<file path="src/sv/fck_pkg.sv">
`default_nettype none

package fck_pkg;

	// parse phases of one line
	localparam logic [2:0] PH_LEAD  = 3'd0;
	localparam logic [2:0] PH_TOKEN = 3'd1;
	localparam logic [2:0] PH_GAP   = 3'd2;
	localparam logic [2:0] PH_DIGIT = 3'd3;
	localparam logic [2:0] PH_DONE  = 3'd4;

	// character codes
	localparam logic [7:0] CH_NUL     = 8'h00;
	localparam logic [7:0] CH_TAB     = 8'h09;
	localparam logic [7:0] CH_CR      = 8'h0D;
	localparam logic [7:0] CH_NL      = 8'h0A;
	localparam logic [7:0] CH_SPACE   = 8'h20;
	localparam logic [7:0] CH_ZERO    = 8'h30;
	localparam logic [7:0] CH_NINE    = 8'h39;
	localparam logic [7:0] BYTE_LIMIT = 8'd127;

	localparam logic [8:0] MOD255     = 9'd255;
	localparam logic [6:0] TOK_MAX    = 7'd127;
	localparam logic [2:0] PREFIX_LEN = 3'd4;

	// identify prefix, entry 0 is the first character
	localparam logic [3:0][7:0] IDN_WORD = {8'h3F, 8'h4E, 8'h44, 8'h49};

	typedef struct packed {
		logic [15:0] computed_checksum;
		logic [15:0] sent_checksum;
		logic [6:0]  token_length;
		logic        identify_request;
		logic        line_overflow;
	} result_t;

	function automatic logic [7:0] add_mod255(input logic [7:0] a, input logic [7:0] b);
		logic [8:0] s;
		s = {1'b0, a} + {1'b0, b};
		if (s >= MOD255) begin
			s = s - MOD255;
		end
		return s[7:0];
	endfunction

	function automatic logic is_blank(input logic [7:0] b);
		return (b == CH_SPACE) || (b >= CH_TAB && b <= CH_CR);
	endfunction

endpackage

`default_nettype wire

</file>
<file path="src/sv/fck_channels.sv">
`default_nettype none

// received byte channel
interface fck_byte_if;
	logic       valid;
	logic       ready;
	logic [7:0] rx_byte;

	modport source (output valid, output rx_byte, input ready);
	modport sink   (input valid, input rx_byte, output ready);
endinterface

// per-line result channel
interface fck_result_if;
	logic        valid;
	logic        ready;
	logic [15:0] computed_checksum;
	logic [15:0] sent_checksum;
	logic [6:0]  token_length;
	logic        identify_request;
	logic        line_overflow;

	modport source (output valid, output computed_checksum, output sent_checksum,
		output token_length, output identify_request, output line_overflow, input ready);
	modport sink   (input valid, input computed_checksum, input sent_checksum,
		input token_length, input identify_request, input line_overflow, output ready);
endinterface

`default_nettype wire

</file>
<file path="src/sv/fck_line_state.sv">
`default_nettype none

// Per-line parser state: checksum sums, number, counts and prefix match.
module fck_line_state #(
	parameter int MAX_LINE = 128
) (
	input  wire logic           clk,
	input  wire logic           arst_n,
	input  wire logic           step,
	input  wire logic [7:0]     rx_byte,
	output fck_pkg::result_t    result,
	output logic                line_end
);

	localparam int LCW = $clog2(MAX_LINE);
	localparam logic [LCW-1:0] LINE_LAST = LCW'(MAX_LINE - 1);

	logic [2:0]     phase_q;
	logic [7:0]     sum_lo_q;
	logic [7:0]     sum_hi_q;
	logic [15:0]    num_q;
	logic [6:0]     tok_cnt_q;
	logic [LCW-1:0] line_cnt_q;
	logic [2:0]     pfx_pos_q;
	logic           pfx_match_q;
	logic           ovf_q;

	logic [2:0]     phase_nx;
	logic [7:0]     sum_lo_nx;
	logic [7:0]     sum_hi_nx;
	logic [15:0]    num_nx;
	logic [6:0]     tok_cnt_nx;
	logic [LCW-1:0] line_cnt_nx;
	logic [2:0]     pfx_pos_nx;
	logic           pfx_match_nx;
	logic           ovf_nx;

	logic           keep;
	logic           is_nl;
	logic           full;
	logic           blank;
	logic           digit;
	logic [3:0]     dval;
	logic [7:0]     feed_lo;
	logic [7:0]     feed_hi;
	logic [6:0]     feed_cnt;

	assign keep  = (rx_byte < fck_pkg::BYTE_LIMIT);
	assign is_nl = (rx_byte == fck_pkg::CH_NL);
	assign full  = (line_cnt_q >= LINE_LAST);
	assign blank = fck_pkg::is_blank(rx_byte);
	assign digit = (rx_byte >= fck_pkg::CH_ZERO) && (rx_byte <= fck_pkg::CH_NINE);
	assign dval  = 4'(rx_byte - fck_pkg::CH_ZERO);

	// Fletcher update for a token byte
	assign feed_lo  = fck_pkg::add_mod255(sum_lo_q, rx_byte);
	assign feed_hi  = fck_pkg::add_mod255(sum_hi_q, feed_lo);
	assign feed_cnt = (tok_cnt_q < fck_pkg::TOK_MAX) ? tok_cnt_q + 7'd1 : tok_cnt_q;

	// next state for one kept byte
	always_comb begin
		phase_nx     = phase_q;
		sum_lo_nx    = sum_lo_q;
		sum_hi_nx    = sum_hi_q;
		num_nx       = num_q;
		tok_cnt_nx   = tok_cnt_q;
		line_cnt_nx  = line_cnt_q;
		pfx_pos_nx   = pfx_pos_q;
		pfx_match_nx = pfx_match_q;
		ovf_nx       = ovf_q;
		if (!is_nl && full) begin
			ovf_nx = 1'b1;
		end else begin
			if (!full) begin
				line_cnt_nx = line_cnt_q + LCW'(1);
			end
			if (pfx_pos_q < fck_pkg::PREFIX_LEN) begin
				if (rx_byte != fck_pkg::IDN_WORD[pfx_pos_q[1:0]]) begin
					pfx_match_nx = 1'b0;
				end
				pfx_pos_nx = pfx_pos_q + 3'd1;
			end
			if (rx_byte == fck_pkg::CH_NUL) begin
				phase_nx = fck_pkg::PH_DONE;
			end else begin
				unique case (phase_q)
					fck_pkg::PH_LEAD: begin
						if (!blank) begin
							phase_nx   = fck_pkg::PH_TOKEN;
							sum_lo_nx  = feed_lo;
							sum_hi_nx  = feed_hi;
							tok_cnt_nx = feed_cnt;
						end
					end
					fck_pkg::PH_TOKEN: begin
						if (blank) begin
							phase_nx = fck_pkg::PH_GAP;
						end else begin
							sum_lo_nx  = feed_lo;
							sum_hi_nx  = feed_hi;
							tok_cnt_nx = feed_cnt;
						end
					end
					fck_pkg::PH_GAP: begin
						if (digit) begin
							phase_nx = fck_pkg::PH_DIGIT;
							num_nx   = {12'd0, dval};
						end else if (!blank) begin
							phase_nx = fck_pkg::PH_DONE;
						end
					end
					fck_pkg::PH_DIGIT: begin
						if (digit) begin
							num_nx = {num_q[12:0], 3'b000} + {num_q[14:0], 1'b0} + {12'd0, dval};
						end else begin
							phase_nx = fck_pkg::PH_DONE;
						end
					end
					default: begin
					end
				endcase
			end
		end
	end

	// line result from the updated state
	assign line_end = step && is_nl;
	always_comb begin
		result.computed_checksum = {sum_hi_nx, sum_lo_nx};
		result.sent_checksum     = num_nx;
		result.token_length      = tok_cnt_nx;
		result.identify_request  = pfx_match_nx && (pfx_pos_nx >= fck_pkg::PREFIX_LEN);
		result.line_overflow     = ovf_nx;
	end

	// state registers, cleared at end of line
	always_ff @(posedge clk or negedge arst_n) begin
		if (!arst_n) begin
			phase_q     <= fck_pkg::PH_LEAD;
			sum_lo_q    <= '0;
			sum_hi_q    <= '0;
			num_q       <= '0;
			tok_cnt_q   <= '0;
			line_cnt_q  <= '0;
			pfx_pos_q   <= '0;
			pfx_match_q <= 1'b1;
			ovf_q       <= 1'b0;
		end else if (step && keep) begin
			if (is_nl) begin
				phase_q     <= fck_pkg::PH_LEAD;
				sum_lo_q    <= '0;
				sum_hi_q    <= '0;
				num_q       <= '0;
				tok_cnt_q   <= '0;
				line_cnt_q  <= '0;
				pfx_pos_q   <= '0;
				pfx_match_q <= 1'b1;
				ovf_q       <= 1'b0;
			end else begin
				phase_q     <= phase_nx;
				sum_lo_q    <= sum_lo_nx;
				sum_hi_q    <= sum_hi_nx;
				num_q       <= num_nx;
				tok_cnt_q   <= tok_cnt_nx;
				line_cnt_q  <= line_cnt_nx;
				pfx_pos_q   <= pfx_pos_nx;
				pfx_match_q <= pfx_match_nx;
				ovf_q       <= ovf_nx;
			end
		end
	end

endmodule

`default_nettype wire

</file>
<file path="src/sv/fck_out_stage.sv">
`default_nettype none

// Result register: holds one line result until the sink takes it.
module fck_out_stage (
	input  wire logic            clk,
	input  wire logic            arst_n,
	input  wire logic            load,
	input  wire fck_pkg::result_t data,
	output logic                 can_load,
	fck_result_if.source         res
);

	logic             valid_q;
	fck_pkg::result_t data_q;

	assign can_load = !valid_q || res.ready;

	always_ff @(posedge clk or negedge arst_n) begin
		if (!arst_n) begin
			valid_q <= 1'b0;
		end else if (can_load) begin
			valid_q <= load;
		end
	end

	always_ff @(posedge clk) begin
		if (can_load && load) begin
			data_q <= data;
		end
	end

	assign res.valid             = valid_q;
	assign res.computed_checksum = data_q.computed_checksum;
	assign res.sent_checksum     = data_q.sent_checksum;
	assign res.token_length      = data_q.token_length;
	assign res.identify_request  = data_q.identify_request;
	assign res.line_overflow     = data_q.line_overflow;

endmodule

`default_nettype wire

</file>
<file path="src/sv/line_receiver_fletcher_check.sv">
`default_nettype none

// Channel  Role  Payload                                          Beat
// rx       sink  rx_byte                                          one serial byte
// res      src   computed_checksum, sent_checksum, token_length,  one result per line
//                identify_request, line_overflow
//
// One byte per cycle sustained. A byte goes into an input register and the parser
// state updates from it when it leaves that register; a newline loads the result
// register on that same edge.
// Reset clears all parser state and both valid flags; no clearing pass.
// Only a newline waiting on a full, stalled result register holds off rx.
module line_receiver_fletcher_check #(
	parameter int MAX_LINE = 128
) (
	input  wire logic    clk,
	input  wire logic    arst_n,
	fck_byte_if.sink     rx,
	fck_result_if.source res
);

	logic             valid_s1;
	logic [7:0]       byte_s1;
	logic             nl_s1;
	logic             step;
	logic             can_load;
	logic             line_end;
	fck_pkg::result_t line_res;

	assign nl_s1    = (byte_s1 == fck_pkg::CH_NL);
	assign step     = valid_s1 && (!nl_s1 || can_load);
	assign rx.ready = !valid_s1 || step;

	// input register
	always_ff @(posedge clk or negedge arst_n) begin
		if (!arst_n) begin
			valid_s1 <= 1'b0;
		end else if (rx.ready) begin
			valid_s1 <= rx.valid;
		end
	end

	always_ff @(posedge clk) begin
		if (rx.ready && rx.valid) begin
			byte_s1 <= rx.rx_byte;
		end
	end

	fck_line_state #(
		.MAX_LINE (MAX_LINE)
	) u_state (
		.clk      (clk),
		.arst_n   (arst_n),
		.step     (step),
		.rx_byte  (byte_s1),
		.result   (line_res),
		.line_end (line_end)
	);

	fck_out_stage u_out (
		.clk      (clk),
		.arst_n   (arst_n),
		.load     (line_end),
		.data     (line_res),
		.can_load (can_load),
		.res      (res)
	);

`ifndef SYNTHESIS
	a_stall_cause: assert property (@(posedge clk) disable iff (!arst_n)
		!rx.ready |-> (res.valid && !res.ready))
		else $error("rx stalled without a blocked result");

	a_line_result: assert property (@(posedge clk) disable iff (!arst_n)
		(step && nl_s1) |=> res.valid)
		else $error("newline beat gave no result");

	a_idn_token: assert property (@(posedge clk) disable iff (!arst_n)
		(res.valid && res.identify_request) |-> (res.token_length >= 7'd4))
		else $error("identify result with short token");
`endif

endmodule

`default_nettype wire

</file>
<file path="src/flat_wrapper.sv">
// flat-port wrapper written by rule: the top's interface ports become plain ports
module line_receiver_fletcher_check_flat 
#(
	parameter int MAX_LINE = 128
)
  (clk, arst_n, rx_valid, rx_rx_byte, rx_ready, res_valid, res_computed_checksum, res_sent_checksum, res_token_length, res_identify_request, res_line_overflow, res_ready);
  fck_byte_if rx_i ();
  fck_result_if res_i ();
  input  wire logic clk;
  input  wire logic arst_n;
  input wire logic [$bits(rx_i.valid)-1:0] rx_valid;
  input wire logic [$bits(rx_i.rx_byte)-1:0] rx_rx_byte;
  output wire logic [$bits(rx_i.ready)-1:0] rx_ready;
  output wire logic [$bits(res_i.valid)-1:0] res_valid;
  output wire logic [$bits(res_i.computed_checksum)-1:0] res_computed_checksum;
  output wire logic [$bits(res_i.sent_checksum)-1:0] res_sent_checksum;
  output wire logic [$bits(res_i.token_length)-1:0] res_token_length;
  output wire logic [$bits(res_i.identify_request)-1:0] res_identify_request;
  output wire logic [$bits(res_i.line_overflow)-1:0] res_line_overflow;
  input wire logic [$bits(res_i.ready)-1:0] res_ready;
  assign rx_i.valid = rx_valid;
  assign rx_i.rx_byte = rx_rx_byte;
  assign rx_ready = rx_i.ready;
  assign res_valid = res_i.valid;
  assign res_computed_checksum = res_i.computed_checksum;
  assign res_sent_checksum = res_i.sent_checksum;
  assign res_token_length = res_i.token_length;
  assign res_identify_request = res_i.identify_request;
  assign res_line_overflow = res_i.line_overflow;
  assign res_i.ready = res_ready;
  line_receiver_fletcher_check #(.MAX_LINE(MAX_LINE)) u_core (.clk(clk), .arst_n(arst_n), .rx(rx_i), .res(res_i));
endmodule
</file>
<file path="config.mk">
export PLATFORM = sky130hd
export DESIGN_NAME = line_receiver_fletcher_check_flat
export DESIGN_NICKNAME = d
export VERILOG_FILES = /design/src/sv/fck_pkg.sv /design/src/sv/fck_channels.sv /design/src/sv/fck_line_state.sv /design/src/sv/fck_out_stage.sv /design/src/sv/line_receiver_fletcher_check.sv /design/src/flat_wrapper.sv
export SDC_FILE = /design/constraint.sdc
export NUM_CORES = 1
export LEC_CHECK = 0
export BUFFER_PORTS_ARGS = -buffer_cell sky130_fd_sc_hd__buf_2
export CORE_MARGIN = 2
export CORE_UTILIZATION = 30
export DETAILED_ROUTE_END_ITERATION = 10
export GPL_ROUTABILITY_DRIVEN = 0
export HOLD_SLACK_MARGIN = 0.1
export PLACE_DENSITY = 0.54
export SETUP_SLACK_MARGIN = 0.2
export SLEW_MARGIN = 5
export SYNTH_ARGS = -nofsm -noshare
export SYNTH_HDL_FRONTEND = slang
export SYNTH_SLANG_ARGS = --single-unit
</file>
<file path="constraint.sdc">
create_clock -name clk -period 6.15 [get_ports clk]
set_input_delay 0.3075 -clock clk [delete_from_list [all_inputs] [get_ports clk]]
set_output_delay 0.3075 -clock clk [all_outputs]
set_load 0.1 [all_outputs]
</file>
==> Word-level counts from Yosys, hierarchy flattened <==
Index checks and enable logic that the tools add are counted.
{ "op_classes": {"mux": 47, "order_cmp": 12, "add_sub_neg": 10, "eq_ne": 12, "n_reduce_logical": 22} }
{ "op_table": {"columns": ["op", "count"], "rows": [
  ["8-bit two-way mux", 13],
  ["16-bit two-way mux", 5],
  ["7-bit two-way mux", 9],
  ["3-bit two-way mux", 11],
  ["16-bit one-hot mux with 2 select lines", 1],
  ["8-bit by 8-bit adder with 9-bit output", 2],
  ["9-bit by 8-bit greater-or-equal comparator with 1-bit output (second input constant)", 2],
  ["16-bit adder", 1],
  ["16-bit by 4-bit adder with 16-bit output", 1],
  ["8-bit binary-select mux with 2-bit select", 1],
  ["8-bit subtractor (second input constant)", 2],
  ["7-bit by 1-bit adder with 7-bit output (second input constant)", 2],
  ["4-bit by 3-bit != test with 1-bit output (second input constant)", 3],
  ["3-bit one-hot mux with 4 select lines", 1],
  ["1-bit logical AND", 9],
  ["8-bit by 4-bit == test with 1-bit output (second input constant)", 1],
  ["8-bit by 6-bit == test with 1-bit output (second input constant)", 1],
  ["8-bit by 4-bit greater-or-equal comparator with 1-bit output (second input constant)", 1],
  ["8-bit by 6-bit greater-or-equal comparator with 1-bit output (second input constant)", 1],
  ["8-bit by 4-bit <= comparator with 1-bit output (second input constant)", 1],
  ["8-bit by 6-bit <= comparator with 1-bit output (second input constant)", 1],
  ["8-bit logical NOT", 1],
  ["8-bit by 7-bit less-than comparator with 1-bit output (second input constant)", 1],
  ["8-bit != test", 1],
  ["other kinds (19)", 31]
]} }
{ "word_totals": {"regBits": 105, "output_inout_bits": 43, "in_bits": 12, "wordCells": 120} }

==> Depth between registers and ports, before layout <==
{ "depth": {"ltp_word": 11, "depth_mapped": 19, "depth_no_buf": 19} }

==> Modules after synthesis <==
From an unflattened synthesis, not the netlist that was laid out.
{ "unflattened": {"hier_cells": 683, "area_unflattened_um2": 6782.8} }
{ "modules_own_cells": {"columns": ["module", "area_each_um2", "n_inst", "cells_each", "seq_area_each_um2"], "rows": [
  ["fck_line_state", 5151.2, 1, 619, 1352.5],
  ["fck_out_stage", 1285.0, 1, 45, 1256.2],
  ["line_receiver_fletcher_check", 346.6, 1, 19, 265.3]
]} }

==> Least setup slack after synthesis <==
OpenSTA, ideal clock, no wires.
{ "synth_path": {"path_type": "register to register", "startpoint": "reg u_core.byte_s1[2]", "endpoint": "reg u_core.u_out.data_q, in the netlist u_core.u_out.res.computed_checksum[8], data pin", "required_ns": 5.890, "synth_period_minus_slack_ns": 4.655, "path_buffers": 0, "arrival_ns": 4.395, "setup_slack_ns": 1.495, "setup_time_ns": 0.260, "path_stages_with_launch": 18, "cell_sequence": "edfxtp_1 > ha_1 > o21ai_0 > or4b_1 > nand3_1 > o2111ai_1 > o21ai_2 > xor2_1 > ha_1 > inv_1 > fa_1 > nand2b_1 > a211oi_1 > nor2_1 > xnor2_1 > a41oi_4 > xnor2_1 > mux2_2"} }
{ "synth_rtl": {"columns": ["element", "line", "source"], "rows": [
  ["start: declaration", "line_receiver_fletcher_check.sv:23", "logic [7:0] byte_s1;"],
  ["start signal: assignment", "line_receiver_fletcher_check.sv:45", "byte_s1 <= rx.rx_byte;"],
  ["end signal: assignment", "fck_out_stage.sv:28", "data_q <= data;"],
  ["end: declaration", "fck_out_stage.sv:14", "fck_pkg::result_t data_q;"]
]} }

==> reports/summary.txt <==
fraction of registers with async set or reset after synthesis - 53.3%
WL met1 - 8.39 mm
Pwr Total - 3.73 mW
htree depth - 3
post-synthesis cell count - 682
EDFF count, synth - 49
Clk pin slew, worst setup/hold paths - 0.07 ns
syn_nets - 749
Area Growth Syn to Fin - 13.7%
num rows - 55
slowest CP cell - edfxtp_1
reg2reg setup slack - 0.80 ns
crit start category - flop
Synth Flop Type - dfrtp_1
final std cells w/o fill - 1027
Slew Limit Fails - 0
core area - 0.0226 mm2
CP delay by family, top - compound AO/OA/AOI/OAI gates
Routed wire per std cell - 16.0 um
post-DR vias/cell - 5.15
met2 wire length - 7.01 mm
Yosys cell types - 79
initial DRC count - 306
TNS Setup - 0 ns
Die ar. - 0.0241 mm2
HP Class - input port to async pin
DP HPWL - 11.9 mm
Tcrit/Tclk final - 86.9%
Post-CTS Setup Repair Bufs - 0
Syn Area/Cell - 10.1 um2
DR WL met3 - 824 um
drt drc - 0
fraction of layout cells with a size suffix above 1 - 15.1%
Vias - 5286
Final #Nets - 804
worst skew pair latency - 0.36 ns
register bit total from synthesis - 105
max cap viols - 0
CP Launch Point - u_core.byte_s1[0]
worst-margin pin slew - 0.806 ns
RSZ-0062 raised after global routing - no
area leader, netlist - edfxtp_1
router iterations before antenna repair - 4
Die Ht - 155 um
post-route ant nets - 0
Worst Path Buf+Inv - 1
first-pass GRT wire length - 27.1 mm
Mapped Area - 0.00686 mm2
cts repair resizes - 0
IO buf count - 54
setup violators final - 0
CTS tree - yes
initial antenna violation count - 0
Top Metal Used - met4
LEAKAGE - 3.28 nW
Hold Slack - 0.121 ns
Synth top area share - 21.4%
fmax - 187 MHz
Worst Skew - 0.0118 ns
CP max FO - 8
Final Hold Fails - 0
classification of the worst setup path - flop to flop
global route overflow - 0
Initial Util - 30.4%
run status - completed
Root Buffer - clkbuf_16
Total GRT Usage - 14.2%
Period minus WS final - 5.35 ns
synth cell count leaders - nand2_1 (79), dfrtp_1 (55), ha_1 (51), edfxtp_1 (49), nor2_1 (47)
Arrival @ worst endpoint - 5.44 ns
PwrDens - 478 mW/mm2
Clock Sink Count - 105
clock buffer depth - 2
Slew HR - 46.3%
Worst Setup End Kind - flop
DP Cell Count - 1011
VDD IR max - 0.000225 V
critical path required time - 6.25 ns
count leader, synth - nand2_1
crit path cell chain - ha_1 > fa_1 > and3_1 > o211a_1 > a211oi_2 > o21bai_1 > o21ai_2 > xor2_1 > ha_1 > inv_1 > fa_1 > nand2b_1 > a211oi_1 > nor2_1 > xnor2_1 > a41oi_4 > xnor2_1 > mux2_2
drt total wl - 16.4 mm
num ports - 55
Synth area leaders - edfxtp_1 (21%), dfrtp_1 (20%), ha_1 (9.3%)
cts hold-fix bufs - 0
fill count - 2314
FF-to-FF Start - u_core.byte_s1[0]
Yosys Warn Count - 0
register area share after synthesis - 41.9%
CTS Buf Count - 9
ant diodes - 0
Die W - 155 um
CP peak stage delay - 0.55 ns
largest net degree at the start of global routing - 57
number of global-route vias before repair - 5003
## placed cells by master (no fill, tap or decap), drive strengths merged, types with 8 or more instances in the layout
cell | netlist | layout
nand2 | 79 | 79
buf | 7 | 60
o21ai | 59 | 59
dfrtp | 55 | 55
ha | 51 | 51
edfxtp | 49 | 49
nor2 | 48 | 48
a21oi | 31 | 31
nand3 | 23 | 23
inv | 23 | 23
xor2 | 19 | 19
xnor2 | 19 | 19
nor3 | 18 | 18
nand2b | 13 | 13
o2bb2ai | 11 | 11
a22o | 11 | 11
clkbuf | 9 | 11
a21o | 10 | 10
and3 | 10 | 10
mux2 | 10 | 10
nand4 | 9 | 9
a31oi | 9 | 9
a211oi | 9 | 9
o21a | 8 | 8
## flip-flops by register name (all words and copies together), names as in the netlist, 3 cells and up
register	count
u_core.u_state.phase_q	3
u_core.u_state.line_cnt_q	7
u_core.u_out.res.computed_checksum	16
u_core.u_state.num_q	16
u_core.u_state.tok_cnt_q	7
u_core.u_state.sum_hi_q	8
u_core.u_state.pfx_pos_q	3
u_core.byte_s1	8
u_core.u_state.sum_lo_q	8
u_core.u_out.res.token_length	7
u_core.u_out.res.sent_checksum	16
## cells by family after synthesis
logic type,count (synthesis),synth area share (%)
mux,17,2.66
simple gates,234,17.1
buf+inv,40,2.44
flops,105,41.9
xor+xnor,38,4.85
compound gates,193,20.6
fa+ha+maj,55,10.5
## through the flow
stage	area, um2	setup slack, ns	utilization, %
3_3_place_gp	7460	1.02	33.0
5_1_grt	7800	0.287	34.6
3_5_place_dp	7460	0.830	33.0
4_1_cts	7800	0.816	34.6
6_report	7800	0.804	34.6
2_1_floorplan	6860	1.50	-
## per-layer routing
layer	vias to the layer above	GRT usage [%]
met5	-	0
met3	11	2.65
met2	101	21.0
li1	2653	-
met4	0	3.71
met1	2521	21.2
## path summary, 6_finish.rpt
path	endpoint	depth (start not counted)
max	u_core.u_out.res.computed_checksum[8]	18
min	u_core.u_state.pfx_pos_q[0]	2
max reg2reg	u_core.u_out.res.computed_checksum[8]	18
min reg2reg	u_core.u_state.pfx_match_q	2
max in group asynchronous	u_core.u_state.num_q[10]	2
min in group clk	u_core.byte_s1[6]	1
## report_power, final
| group | leakage [nW] | switching [mW] | internal, mW |
|---|---|---|---|
| logic | 1.93 | 1.21 | 0.816 |
| clock network | 0.166 | 0.267 | 0.409 |
| registers | 1.18 | 0.158 | 0.866 |
## final cells by class
type | instances | area (um2) | share of cell area [%]
multi-input combinational | 537 | 3820 | 49.0
sequential | 105 | 2870 | 36.8
tap | 285 | 357 | 4.57
timing repair buffer | 60 | 315 | 4.04
clock buffer | 11 | 243 | 3.11
clock inverter | 5 | 103 | 1.32
inverter | 24 | 90.1 | 1.15
No activity file was read; power rests on OpenSTA's default activity.
